==> src/hw/rtl/mcspg_pkg.sv <==
package mcspg_pkg;

  // Defaults for the top-level parameters.
  localparam int MCSPG_MOTORS  = 4;
  localparam int MCSPG_TICK_US = 100;

  // Field widths.
  localparam int KIND_W  = 3;
  localparam int CHAN_W  = 2;
  localparam int STEP_W  = 24;
  localparam int PULSE_W = 20;
  localparam int TICKS_W = STEP_W + 1;
  localparam int HALF_W  = 14;
  localparam int LEVEL_W = 4;

  // Channel bus widths.
  localparam int IN_DATA_W  = 48;
  localparam int OUT_DATA_W = 40;

  localparam logic [HALF_W-1:0] HALF_MAX = '1;
  localparam logic [HALF_W-1:0] HALF_ONE = HALF_W'(1);

  // Depth of the command queue between front and back.
  localparam int QDEPTH = 2;

  // Command kinds as they arrive on the input channel.
  localparam logic [KIND_W-1:0] KIND_TICK   = 3'd0;
  localparam logic [KIND_W-1:0] KIND_START  = 3'd1;
  localparam logic [KIND_W-1:0] KIND_PAUSE  = 3'd2;
  localparam logic [KIND_W-1:0] KIND_RESUME = 3'd3;
  localparam logic [KIND_W-1:0] KIND_STOP   = 3'd4;
  localparam logic [KIND_W-1:0] KIND_QUERY  = 3'd5;

  // Operation after classification; OP_NONE covers unused kinds and
  // channels that do not exist.
  typedef enum logic [2:0] {
    OP_TICK,
    OP_START,
    OP_PAUSE,
    OP_RESUME,
    OP_STOP,
    OP_QUERY,
    OP_NONE
  } op_t;

  typedef struct packed {
    op_t                op;
    logic [CHAN_W-1:0]  channel;
    logic [STEP_W-1:0]  step_count;
    logic               dir_value;
    logic [PULSE_W-1:0] pulse_width;
  } cmd_t;

endpackage

==> src/hw/rtl/mcspg_front.sv <==
module mcspg_front
  import mcspg_pkg::*;
#(
  parameter int MOTORS = MCSPG_MOTORS
) (
  input  logic                 clk,
  input  logic                 rst_n,
  input  logic                 in_tvalid,
  output logic                 in_tready,
  input  logic [KIND_W-1:0]    in_tuser,  // kind
  input  logic [IN_DATA_W-1:0] in_tdata,  // channel, step_count, dir_value, pulse_width
  input  logic                 q_full,
  output logic                 q_push,
  output cmd_t                 q_item
);

  logic ch_ok;
  logic seen_r;

  // Take a transfer whenever the queue has room.
  assign in_tready = ~q_full;
  assign q_push    = in_tvalid & in_tready;

  // A command addresses a channel only if that channel is built.
  assign ch_ok = 32'(in_tdata[1:0]) < MOTORS;

  // Classify the incoming command.
  always_comb begin
    q_item.channel     = in_tdata[1:0];
    q_item.step_count  = in_tdata[25:2];
    q_item.dir_value   = in_tdata[26];
    q_item.pulse_width = in_tdata[46:27];
    case (in_tuser)
      KIND_TICK:   q_item.op = OP_TICK;
      KIND_START:  q_item.op = ch_ok ? OP_START : OP_NONE;
      KIND_PAUSE:  q_item.op = ch_ok ? OP_PAUSE : OP_NONE;
      KIND_RESUME: q_item.op = ch_ok ? OP_RESUME : OP_NONE;
      KIND_STOP:   q_item.op = ch_ok ? OP_STOP : OP_NONE;
      KIND_QUERY:  q_item.op = ch_ok ? OP_QUERY : OP_NONE;
      default:     q_item.op = OP_NONE;
    endcase
  end

  // Marks that at least one transfer has been taken since reset.
  always_ff @(posedge clk) begin
    if (!rst_n) begin
      seen_r <= 1'b0;
    end else if (q_push) begin
      seen_r <= 1'b1;
    end
  end

  // Every transfer that is taken is recorded on the next cycle.
  property p_pad_zero_ignored;
    @(posedge clk) disable iff (!rst_n)
      q_push |=> seen_r;
  endproperty
  a_pad_zero_ignored: assert property (p_pad_zero_ignored)
    else $error("transfer taken but not recorded");

endmodule

==> src/hw/rtl/mcspg_fifo.sv <==
module mcspg_fifo
  import mcspg_pkg::*;
(
  input  logic clk,
  input  logic rst_n,
  input  logic push,
  input  cmd_t push_item,
  output logic full,
  input  logic pop,
  output logic valid,
  output cmd_t head
);

  localparam int PTR_W = (QDEPTH > 1) ? $clog2(QDEPTH) : 1;
  localparam int CNT_W = $clog2(QDEPTH + 1);

  cmd_t             mem_r [QDEPTH];
  logic [PTR_W-1:0] wr_ptr_r;
  logic [PTR_W-1:0] rd_ptr_r;
  logic [CNT_W-1:0] count_r;

  assign full  = count_r == CNT_W'(QDEPTH);
  assign valid = count_r != '0;
  assign head  = mem_r[rd_ptr_r];

  // Pointer and fill-count bookkeeping.
  always_ff @(posedge clk) begin
    if (!rst_n) begin
      wr_ptr_r <= '0;
      rd_ptr_r <= '0;
      count_r  <= '0;
    end else begin
      if (push) begin
        wr_ptr_r <= (wr_ptr_r == PTR_W'(QDEPTH - 1)) ? '0 : wr_ptr_r + 1'b1;
      end
      if (pop) begin
        rd_ptr_r <= (rd_ptr_r == PTR_W'(QDEPTH - 1)) ? '0 : rd_ptr_r + 1'b1;
      end
      if (push && !pop) begin
        count_r <= count_r + 1'b1;
      end else if (pop && !push) begin
        count_r <= count_r - 1'b1;
      end
    end
  end

  // Entry storage.
  always_ff @(posedge clk) begin
    if (push) begin
      mem_r[wr_ptr_r] <= push_item;
    end
  end

endmodule

==> src/hw/rtl/mcspg_back.sv <==
module mcspg_back
  import mcspg_pkg::*;
#(
  parameter int MOTORS         = MCSPG_MOTORS,
  parameter int TICK_PERIOD_US = MCSPG_TICK_US
) (
  input  logic                  clk,
  input  logic                  rst_n,
  input  logic                  q_valid,
  input  cmd_t                  q_item,
  output logic                  q_pop,
  output logic                  out_tvalid,
  input  logic                  out_tready,
  // accepted, steps_left, busy_res, halted, step_levels, dir_levels
  output logic [OUT_DATA_W-1:0] out_tdata
);

  localparam int IDX_W = (MOTORS > 1) ? $clog2(MOTORS) : 1;
  localparam int DIV_L = $clog2(TICK_PERIOD_US);
  localparam int DIV_S = PULSE_W + DIV_L;
  // Rounded-up reciprocal of the tick period; exact for every PULSE_W-bit width.
  localparam logic [63:0] RECIP_WIDE =
    ((64'd1 << DIV_S) + 64'(TICK_PERIOD_US) - 64'd1) / 64'(TICK_PERIOD_US);
  localparam logic [PULSE_W:0] RECIP = (PULSE_W + 1)'(RECIP_WIDE);

  typedef enum logic [2:0] {
    ST_IDLE,
    ST_TICK,
    ST_DIV,
    ST_LOAD,
    ST_RESULT
  } state_t;

  state_t state_r;
  state_t disp_state_nxt;

  // Per-channel state.
  logic [TICKS_W-1:0] ticks_r [MOTORS];
  logic [HALF_W-1:0]  half_r  [MOTORS];
  logic [HALF_W-1:0]  cnt_r   [MOTORS];
  logic [MOTORS-1:0]  step_r;
  logic [MOTORS-1:0]  dir_r;
  logic [MOTORS-1:0]  pause_r;

  // Sequencer and divider registers.
  logic [IDX_W-1:0]     idx_r;
  logic [IDX_W-1:0]     cidx_r;
  logic [STEP_W-1:0]    csteps_r;
  logic                 cdir_r;
  logic [PULSE_W-1:0]   div_q_r;

  // Result fields waiting for the output register.
  logic              res_acc_r;
  logic [STEP_W-1:0] res_left_r;
  logic              res_busy_r;
  logic              res_hold_r;
  logic              res_acc_nxt;
  logic [STEP_W-1:0] res_left_nxt;
  logic              res_busy_nxt;
  logic              res_hold_nxt;

  logic                  out_valid_r;
  logic [OUT_DATA_W-1:0] out_data_r;

  logic [IDX_W-1:0]     head_idx;
  logic [IDX_W-1:0]     sel_idx;
  logic [TICKS_W-1:0]   cur_ticks;
  logic [HALF_W-1:0]    cur_half;
  logic [HALF_W-1:0]    cur_cnt;
  logic                 cur_pause;
  logic [2*PULSE_W:0]   recip_prod;
  logic [PULSE_W-1:0]   quot;
  logic [HALF_W-1:0]    half_nxt;
  logic [LEVEL_W-1:0]   step_lv;
  logic [LEVEL_W-1:0]   dir_lv;
  logic                 out_free;
  logic                 res_load;
  logic                 half_zero;

  assign out_tvalid = out_valid_r;
  assign out_tdata  = out_data_r;
  assign out_free   = ~out_valid_r | out_tready;
  assign res_load   = (state_r == ST_RESULT) & out_free;
  assign q_pop      = (state_r == ST_IDLE) & q_valid;
  assign head_idx   = IDX_W'(q_item.channel);

  // Channel selected for this cycle's read.
  always_comb begin
    case (state_r)
      ST_TICK: sel_idx = idx_r;
      ST_LOAD: sel_idx = cidx_r;
      default: sel_idx = head_idx;
    endcase
  end

  assign cur_ticks = ticks_r[sel_idx];
  assign cur_half  = half_r[sel_idx];
  assign cur_cnt   = cnt_r[sel_idx];
  assign cur_pause = pause_r[sel_idx];

  // Pulse width over the tick period by multiplying with the reciprocal.
  assign recip_prod = div_q_r * RECIP;
  assign quot       = PULSE_W'(recip_prod >> DIV_S);

  // Clamp the quotient into the half-period range.
  always_comb begin
    if (div_q_r > PULSE_W'(HALF_MAX)) begin
      half_nxt = HALF_MAX;
    end else if (div_q_r == '0) begin
      half_nxt = HALF_ONE;
    end else begin
      half_nxt = div_q_r[HALF_W-1:0];
    end
  end

  // Result fields and following state for the command at the queue head.
  always_comb begin
    res_acc_nxt    = 1'b0;
    res_left_nxt   = '0;
    res_busy_nxt   = 1'b0;
    res_hold_nxt   = 1'b0;
    disp_state_nxt = ST_RESULT;
    case (q_item.op)
      OP_TICK: begin
        disp_state_nxt = ST_TICK;
      end
      OP_START: begin
        if (cur_ticks == '0) begin
          if (q_item.pulse_width != '0) begin
            disp_state_nxt = ST_DIV;
          end else begin
            res_acc_nxt = 1'b1;
          end
        end
      end
      OP_STOP: begin
        res_left_nxt = cur_ticks[TICKS_W-1:1];
        res_busy_nxt = cur_ticks[0];
        res_hold_nxt = cur_pause;
      end
      OP_QUERY: begin
        res_left_nxt = cur_ticks[TICKS_W-1:1];
        res_busy_nxt = cur_ticks != '0;
        res_hold_nxt = cur_pause;
      end
      default: begin
      end
    endcase
  end

  // Line levels of the first four channels.
  for (genvar g = 0; g < LEVEL_W; g++) begin : g_lv
    if (g < MOTORS) begin : g_on
      assign step_lv[g] = step_r[g];
      assign dir_lv[g]  = dir_r[g];
    end else begin : g_off
      assign step_lv[g] = 1'b0;
      assign dir_lv[g]  = 1'b0;
    end
  end

  always_comb begin
    half_zero = 1'b0;
    for (int i = 0; i < MOTORS; i++) begin
      half_zero = half_zero | (half_r[i] == '0);
    end
  end

  // Command sequencer with channel state and output register.
  always_ff @(posedge clk) begin
    if (!rst_n) begin
      state_r     <= ST_IDLE;
      out_valid_r <= 1'b0;
      idx_r       <= '0;
      step_r      <= '0;
      dir_r       <= '0;
      pause_r     <= '0;
      for (int i = 0; i < MOTORS; i++) begin
        ticks_r[i] <= '0;
        half_r[i]  <= HALF_ONE;
        cnt_r[i]   <= '0;
      end
    end else begin
      if (res_load) begin
        out_valid_r <= 1'b1;
      end else if (out_tready) begin
        out_valid_r <= 1'b0;
      end
      case (state_r)
        ST_IDLE: begin
          if (q_valid) begin
            res_acc_r  <= res_acc_nxt;
            res_left_r <= res_left_nxt;
            res_busy_r <= res_busy_nxt;
            res_hold_r <= res_hold_nxt;
            state_r    <= disp_state_nxt;
            case (q_item.op)
              OP_TICK: begin
                idx_r <= '0;
              end
              OP_START: begin
                if (cur_ticks == '0) begin
                  if (q_item.pulse_width != '0) begin
                    cidx_r   <= head_idx;
                    csteps_r <= q_item.step_count;
                    cdir_r   <= q_item.dir_value;
                    div_q_r  <= q_item.pulse_width;
                  end else begin
                    ticks_r[head_idx] <= {q_item.step_count, 1'b0};
                    cnt_r[head_idx]   <= cur_half;
                    dir_r[head_idx]   <= q_item.dir_value;
                    pause_r[head_idx] <= 1'b0;
                  end
                end
              end
              OP_PAUSE: begin
                pause_r[head_idx] <= 1'b1;
              end
              OP_RESUME: begin
                pause_r[head_idx] <= 1'b0;
              end
              OP_STOP: begin
                // Keep one edge if a pulse is half done.
                ticks_r[head_idx] <= {{(TICKS_W-1){1'b0}}, cur_ticks[0]};
              end
              default: begin
              end
            endcase
          end
        end
        ST_TICK: begin
          // One channel per cycle counts down; an edge on reaching the end.
          if (!cur_pause) begin
            if (cur_cnt <= HALF_ONE) begin
              cnt_r[idx_r] <= cur_half;
              if (cur_ticks != '0) begin
                step_r[idx_r]  <= ~step_r[idx_r];
                ticks_r[idx_r] <= cur_ticks - 1'b1;
              end
            end else begin
              cnt_r[idx_r] <= cur_cnt - 1'b1;
            end
          end
          if (idx_r == IDX_W'(MOTORS - 1)) begin
            state_r <= ST_RESULT;
          end else begin
            idx_r <= idx_r + 1'b1;
          end
        end
        ST_DIV: begin
          div_q_r <= quot;
          state_r <= ST_LOAD;
        end
        ST_LOAD: begin
          half_r[cidx_r]  <= half_nxt;
          cnt_r[cidx_r]   <= half_nxt;
          ticks_r[cidx_r] <= {csteps_r, 1'b0};
          dir_r[cidx_r]   <= cdir_r;
          pause_r[cidx_r] <= 1'b0;
          res_acc_r       <= 1'b1;
          state_r         <= ST_RESULT;
        end
        ST_RESULT: begin
          if (out_free) begin
            out_data_r <= {5'b0, dir_lv, step_lv, res_hold_r, res_busy_r,
                           res_left_r, res_acc_r};
            state_r    <= ST_IDLE;
          end
        end
        default: begin
          state_r <= ST_IDLE;
        end
      endcase
    end
  end

  // A result appears only from the result state.
  property p_result_from_result_state;
    @(posedge clk) disable iff (!rst_n)
      $rose(out_valid_r) |-> $past(state_r == ST_RESULT);
  endproperty
  a_result_from_result_state: assert property (p_result_from_result_state)
    else $error("result raised outside the result state");

  // The tick sweep never addresses a channel that is not built.
  property p_tick_index_range;
    @(posedge clk) disable iff (!rst_n)
      (state_r == ST_TICK) |-> (32'(idx_r) < MOTORS);
  endproperty
  a_tick_index_range: assert property (p_tick_index_range)
    else $error("tick sweep index out of range");

  // Loading a new period only follows a finished division.
  property p_load_after_div;
    @(posedge clk) disable iff (!rst_n)
      (state_r == ST_LOAD) |-> $past(state_r == ST_DIV);
  endproperty
  a_load_after_div: assert property (p_load_after_div)
    else $error("period load without division");

  // A half period of zero would never be produced by reset or a start.
  property p_half_nonzero;
    @(posedge clk) disable iff (!rst_n)
      !half_zero;
  endproperty
  a_half_nonzero: assert property (p_half_nonzero)
    else $error("half period reached zero");

endmodule

==> src/hw/rtl/multi_channel_step_pulse_generator_top.sv <==
// A transfer enters the queue and is dispatched from idle; a tick then sweeps every
// channel in the tick state, a start with a new pulse width passes the divide state
// (the reciprocal divide) and the load state, and others go straight to the result
// state. The back end works on one command at a time; a two-entry queue feeds it.
// Reset (rst_n low, synchronous) clears all channels: no ticks left, lines low,
// unpaused, half period one.
module multi_channel_step_pulse_generator_top
  import mcspg_pkg::*;
#(
  parameter int MOTORS         = MCSPG_MOTORS,
  parameter int TICK_PERIOD_US = MCSPG_TICK_US
) (
  input  logic                  clk,
  input  logic                  rst_n,
  input  logic                  in_tvalid,
  output logic                  in_tready,
  // kind
  input  logic [KIND_W-1:0]     in_tuser,
  // channel, step_count, dir_value, pulse_width
  input  logic [IN_DATA_W-1:0]  in_tdata,
  output logic                  out_tvalid,
  input  logic                  out_tready,
  // accepted, steps_left, busy_res, halted, step_levels, dir_levels
  output logic [OUT_DATA_W-1:0] out_tdata
);

  logic q_push;
  logic q_full;
  logic q_pop;
  logic q_valid;
  cmd_t push_item;
  cmd_t head_item;

  // Front end: takes transfers and classifies commands.
  mcspg_front #(
    .MOTORS (MOTORS)
  ) u_front (
    .clk       (clk),
    .rst_n     (rst_n),
    .in_tvalid (in_tvalid),
    .in_tready (in_tready),
    .in_tuser  (in_tuser),
    .in_tdata  (in_tdata),
    .q_full    (q_full),
    .q_push    (q_push),
    .q_item    (push_item)
  );

  // Command queue between the two halves.
  mcspg_fifo u_fifo (
    .clk       (clk),
    .rst_n     (rst_n),
    .push      (q_push),
    .push_item (push_item),
    .full      (q_full),
    .pop       (q_pop),
    .valid     (q_valid),
    .head      (head_item)
  );

  // Back end: channel state, tick sweep, divider and result register.
  mcspg_back #(
    .MOTORS         (MOTORS),
    .TICK_PERIOD_US (TICK_PERIOD_US)
  ) u_back (
    .clk        (clk),
    .rst_n      (rst_n),
    .q_valid    (q_valid),
    .q_item     (head_item),
    .q_pop      (q_pop),
    .out_tvalid (out_tvalid),
    .out_tready (out_tready),
    .out_tdata  (out_tdata)
  );

endmodule
==> config.mk <==
export PLATFORM = sky130hd
export DESIGN_NAME = multi_channel_step_pulse_generator_top
export DESIGN_NICKNAME = d
export VERILOG_FILES = /design/src/hw/rtl/mcspg_pkg.sv /design/src/hw/rtl/mcspg_front.sv /design/src/hw/rtl/mcspg_fifo.sv /design/src/hw/rtl/mcspg_back.sv /design/src/hw/rtl/multi_channel_step_pulse_generator_top.sv
export SDC_FILE = /design/constraint.sdc
export NUM_CORES = 1
export LEC_CHECK = 0
export BUFFER_PORTS_ARGS = -buffer_cell sky130_fd_sc_hd__buf_2
export CAP_MARGIN = 20
export CORE_MARGIN = 2
export CORE_UTILIZATION = 40
export CTS_CLUSTER_DIAMETER = 150
export DETAILED_ROUTE_END_ITERATION = 8
export PLACE_DENSITY = 0.65
export RECOVER_POWER = 25
export SLEW_MARGIN = 10
export SYNTH_ARGS = -nofsm -noshare
export SYNTH_HDL_FRONTEND = slang
export SYNTH_SLANG_ARGS = --single-unit
export TNS_END_PERCENT = 100
==> constraint.sdc <==
create_clock -name clk -period 14.9 [get_ports clk]
set_input_delay 2.235 -clock clk [delete_from_list [all_inputs] [get_ports clk]]
set_output_delay 2.235 -clock clk [all_outputs]
set_load 0.01 [all_outputs]
==> metrics.md <==
| Metric | Value |
|---|---|
| Setup Slack @ Placement | `about 7.1 ns` |
| Area of the multi-input gates | `approximately 0.013 sq mm` |
| DIE AREA | `a little over 0.07 sq mm` |
| Clock power share | `between 30% and 40%` |
| First-pass GRT wire length | `between 100 and 150 mm` |
| I/O Buffers | `90` |
| DRC | `0` |
| Lkg Pwr | `0.01278 uW` |
| Worst IR drop on VDD | `around 0.10 mV` |
| Count leader, synth | `edfxtp_1` |
| Antenna violations before repair | `0` |
| Max Cap Violations | `3` |
| Least-Margin Pin Slew | `between 3 and 4 ns` |
| Detailed-route via count | `between 15000 and 20000` |
| FP Rows | `96` |
| Initial core utilization | `between 40% and 50%` |
| Status | `finished with violations` |
| Avg Cell Area, Syn | `11.57 sq um` |
| Most area-hungry cell type in the Yosys netlist | `edfxtp_1` |
| Final Hold Vio Count | `0` |
| Post-CTS Hold Buffers | `0` |
| Int Power | `between 2000 and 2500 uW` |
| CTS Root Cell | `clkbuf_16` |
| Largest cells by area after synthesis | `edfxtp_1 45%, ha_1 11%, fa_1 10%, inv_1 4.6%, mux2i_1 3.3%` |
| Drt first-iter violations | `around 1700` |
| Setup repair bufs after CTS | `0` |
| WP data required | `roughly 15 ns` |
| Vias per std cell | `between 5 and 6` |
| Drt total wl | `between 60 and 70 mm` |
| Critical path's most frequent cell | `mux2i_1` |
| Cell Chain, Critical Path | `clkbuf_1 -> mux2i_1 -> clkbuf_1 -> mux2_2 -> buf_4 -> mux2i_1 -> mux2i_1 -> or4_1 -> or3_1 -> a211o_4 -> o221ai_4 -> nand2_2 -> nand2_1 -> buf_4` |
| Distinct cells, synth | `82` |
| Critical path type | `flip-flop to flip-flop` |
| Worst Path Arrival | `9.70 ns` |
| Hold WS | `about 0.42 ns` |
| Reg clk slew, reported paths | `roughly 0.060 ns` |
| Vias in the first global route | `between 15000 and 20000` |
| Final Max Slew Viols | `around 160` |
| Post-layout min period | `about 9.5 ns` |
| Layout cell share with drive strength beyond 1 | `roughly 8.2%` |
| Die Y | `268.3 um` |
| H-tree levels | `2` |
| Largest net degree at the start of global routing | `66` |
| Worst path bufs/invs | `4` |
| Overflow after GRT | `0` |
| HP Class | `flip-flop to flip-flop` |
| CP max-delay cell | `clkbuf_1` |
| Fmax | `0.1054 GHz` |
| FILL cells | `6289` |
| RSZ-0062 raised after global routing | `no` |
| Clock Path Buffers | `3` |
| Slew Limit Headroom | `-142.7%` |
| Nets | `2923` |
| Failing checks | `max-capacitance violations, max-slew violations` |
| Synth Register Bits | `444` |
| Synth warn | `0` |
| Die X | `268.3 um` |
| Final period utilization | `63.68%` |
| Combinational Power Share | `between 20% and 30%` |
| HPWL Detailed | `about 49 mm` |
| Synthesized area | `approximately 0.028 sq mm` |
| CP peak stage delay | `between 2 and 3 ns` |
| Critical path capture point type | `flip-flop` |
| Fraction of power consumed by sequential logic | `roughly 45%` |
| Syn Inst Count | `~2400` |
| Final setup margin | `around 5.4 ns` |
| Diode count | `0` |
| Pre-antenna DRT Iters | `6` |
| GP Congestion | `0.8889` |
| Synth-to-layout area growth | `10.09%` |
| Psw | `roughly 1100 uW` |
| Cts repair resizes | `0` |
| FF+latch area | `between 0.01 and 0.015 sq mm` |
| Largest delay share family, worst path | `buffers and inverters` |
| Area share of the largest cell type after synthesis | `45.26%` |
| Cell Area, Placed | `just under 0.03 sq mm` |
| Main synth FF type | `edfxtp_1` |
| Final instance area | `0.03075 sq mm` |
| Fin Setup TNS | `0 ns` |
| Top Ports | `a little under 100` |
| CP Max Fanout | `65` |
| Avg WL per Cell | `about 20 um` |
| Total track usage | `19.35%` |
| Endpoints failing setup | `0` |
| Skew final | `between 0.02 and 0.03 ns` |
| Post-synth top cells | `421 x edfxtp_1, 341 x inv_1, 242 x ha_1` |
| Total core area | `0.06883 sq mm` |
| Remaining antenna violation count after routing | `0` |
| Sequential area share after synthesis | `between 40% and 50%` |
| Sw Share | `30.23%` |
| EDFF count, synth | `~420` |
| CTS Buf Count | `47` |
| Fraction of registers with async set/reset | `0%` |
| Later-pin clock latency in the skew report | `just under 0.6 ns` |
| Post-layout util | `between 40% and 50%` |
| Pwr dens | `~110 mW/mm^2` |
| Startpoint types | `flip-flop` |
| CTS tree | `built` |
| Sink Count | `between 400 and 500` |
## final timing paths
path | startpoint | endpoint | slack [ns] | cells past startpoint
setup / recovery | flip-flop | u_back.ticks_r[0][7] | 5.41 | 14
hold reg to reg | u_back.res_left_r[4] | u_back.out_tdata[5] | 0.42 | 0
setup reg to reg | flip-flop | u_back.ticks_r[0][7] | 5.41 | 14
hold / removal | u_back.res_left_r[4] | u_back.out_tdata[5] | 0.42 | 0
## logic make-up (layout without fill, tap and decap cells)
family	after synthesis	in the layout	share of synthesized area, %
fa+ha+maj	386	386	21.16
other cells	1	5	0.01342
flops	444	444	46.91
buf+inv	441	539	6.365
mux	150	150	6.119
xor+xnor	43	43	1.348
simple gates	683	683	11.98
compound gates	267	267	6.105
## power groups by stage
stage | registers [uW] | logic [uW] | clock network [uW]
2_1_floorplan | 1570 | 562 | 0
3_3_place_gp | 1580 | 778 | 0
3_5_place_dp | 1590 | 794 | 0
4_1_cts | 1560 | 799 | 1160
5_1_grt | 1580 | 872 | 1210
6_report | 1560 | 808 | 1140
## final cells by class
cell class              count  area share (%)
flip-flops and latches    444           42.61
repair buffers            112           1.880
clock inverters            26          0.7080
multi-input cells        1534           42.67
inverters                 343           4.187
clock buffers              58           4.162
well taps                 931           3.788
## sequential cells by signal, summed over array words and instances (netlist names), 2 cells and up, named ones only
signal,count
u_back.idx_r,2
u_back.state_r,3
u_back.step_lv,4
u_back.res_left_r,24
u_back.half_r,56
u_back.cnt_r,56
u_back.div_q_r,20
u_back.cidx_r,2
u_back.ticks_r,100
u_fifo.mem_r,100
u_back.csteps_r,24
u_fifo.count_r,2
u_back.dir_lv,4
u_back.out_tdata,35
## cells in the final DEF (no fill, tap or decap), types with 24 or more instances in the layout
cell,synthesis,layout
a21oi_1,75,75
mux2i_1,91,92
edfxtp_1,421,421
buf_2,11,53
o21ai_0,70,68
a31oi_1,31,31
nor2_1,226,224
ha_1,242,242
nor3_1,30,30
fa_1,144,144
clkbuf_1,60,49
nor4_1,25,25
inv_1,341,342
xnor2_1,26,26
mux2_1,1,24
nand3_1,44,44
and2_1,37,36
nand2_1,169,169
clkbuf_16,0,49
## metal layers
| metal | wire (um) | global-route usage (%) | vias up | share of wire (%) |
|---|---|---|---|---|
| li1 | - | - | 8490 | - |
| met4 | 1525 | 4.907 | 0 | 2.2 |
| met5 | 0 | 0 | - | 0 |
| met2 | 32390 | 31.94 | 685 | 47 |
| met1 | 29830 | 26.77 | 9171 | 43 |
| met3 | 4880 | 2.914 | 92 | 7.1 |
## worst reg2reg max path, cell delays in order (launching register included)
cell      delay (ns)
dfxtp_1         0.35
clkbuf_1        2.57
mux2i_1         0.41
clkbuf_1        0.70
mux2_2          0.65
buf_4           0.64
mux2i_1         0.28
mux2i_1         0.17
or4_1           0.71
or3_1           0.67
a211o_4         0.52
o221ai_4        0.32
nand2_2         0.49
nand2_1         0.21
buf_4           0.43
## per-stage QoR
stage	cells	power (uW)
finish	3448	3517
global route	3448	3658
CTS	3446	3523
detailed placement	3362	2384
global placement	3361	2362
floorplan	2419	2133
Power figures use the tool's default switching activity.
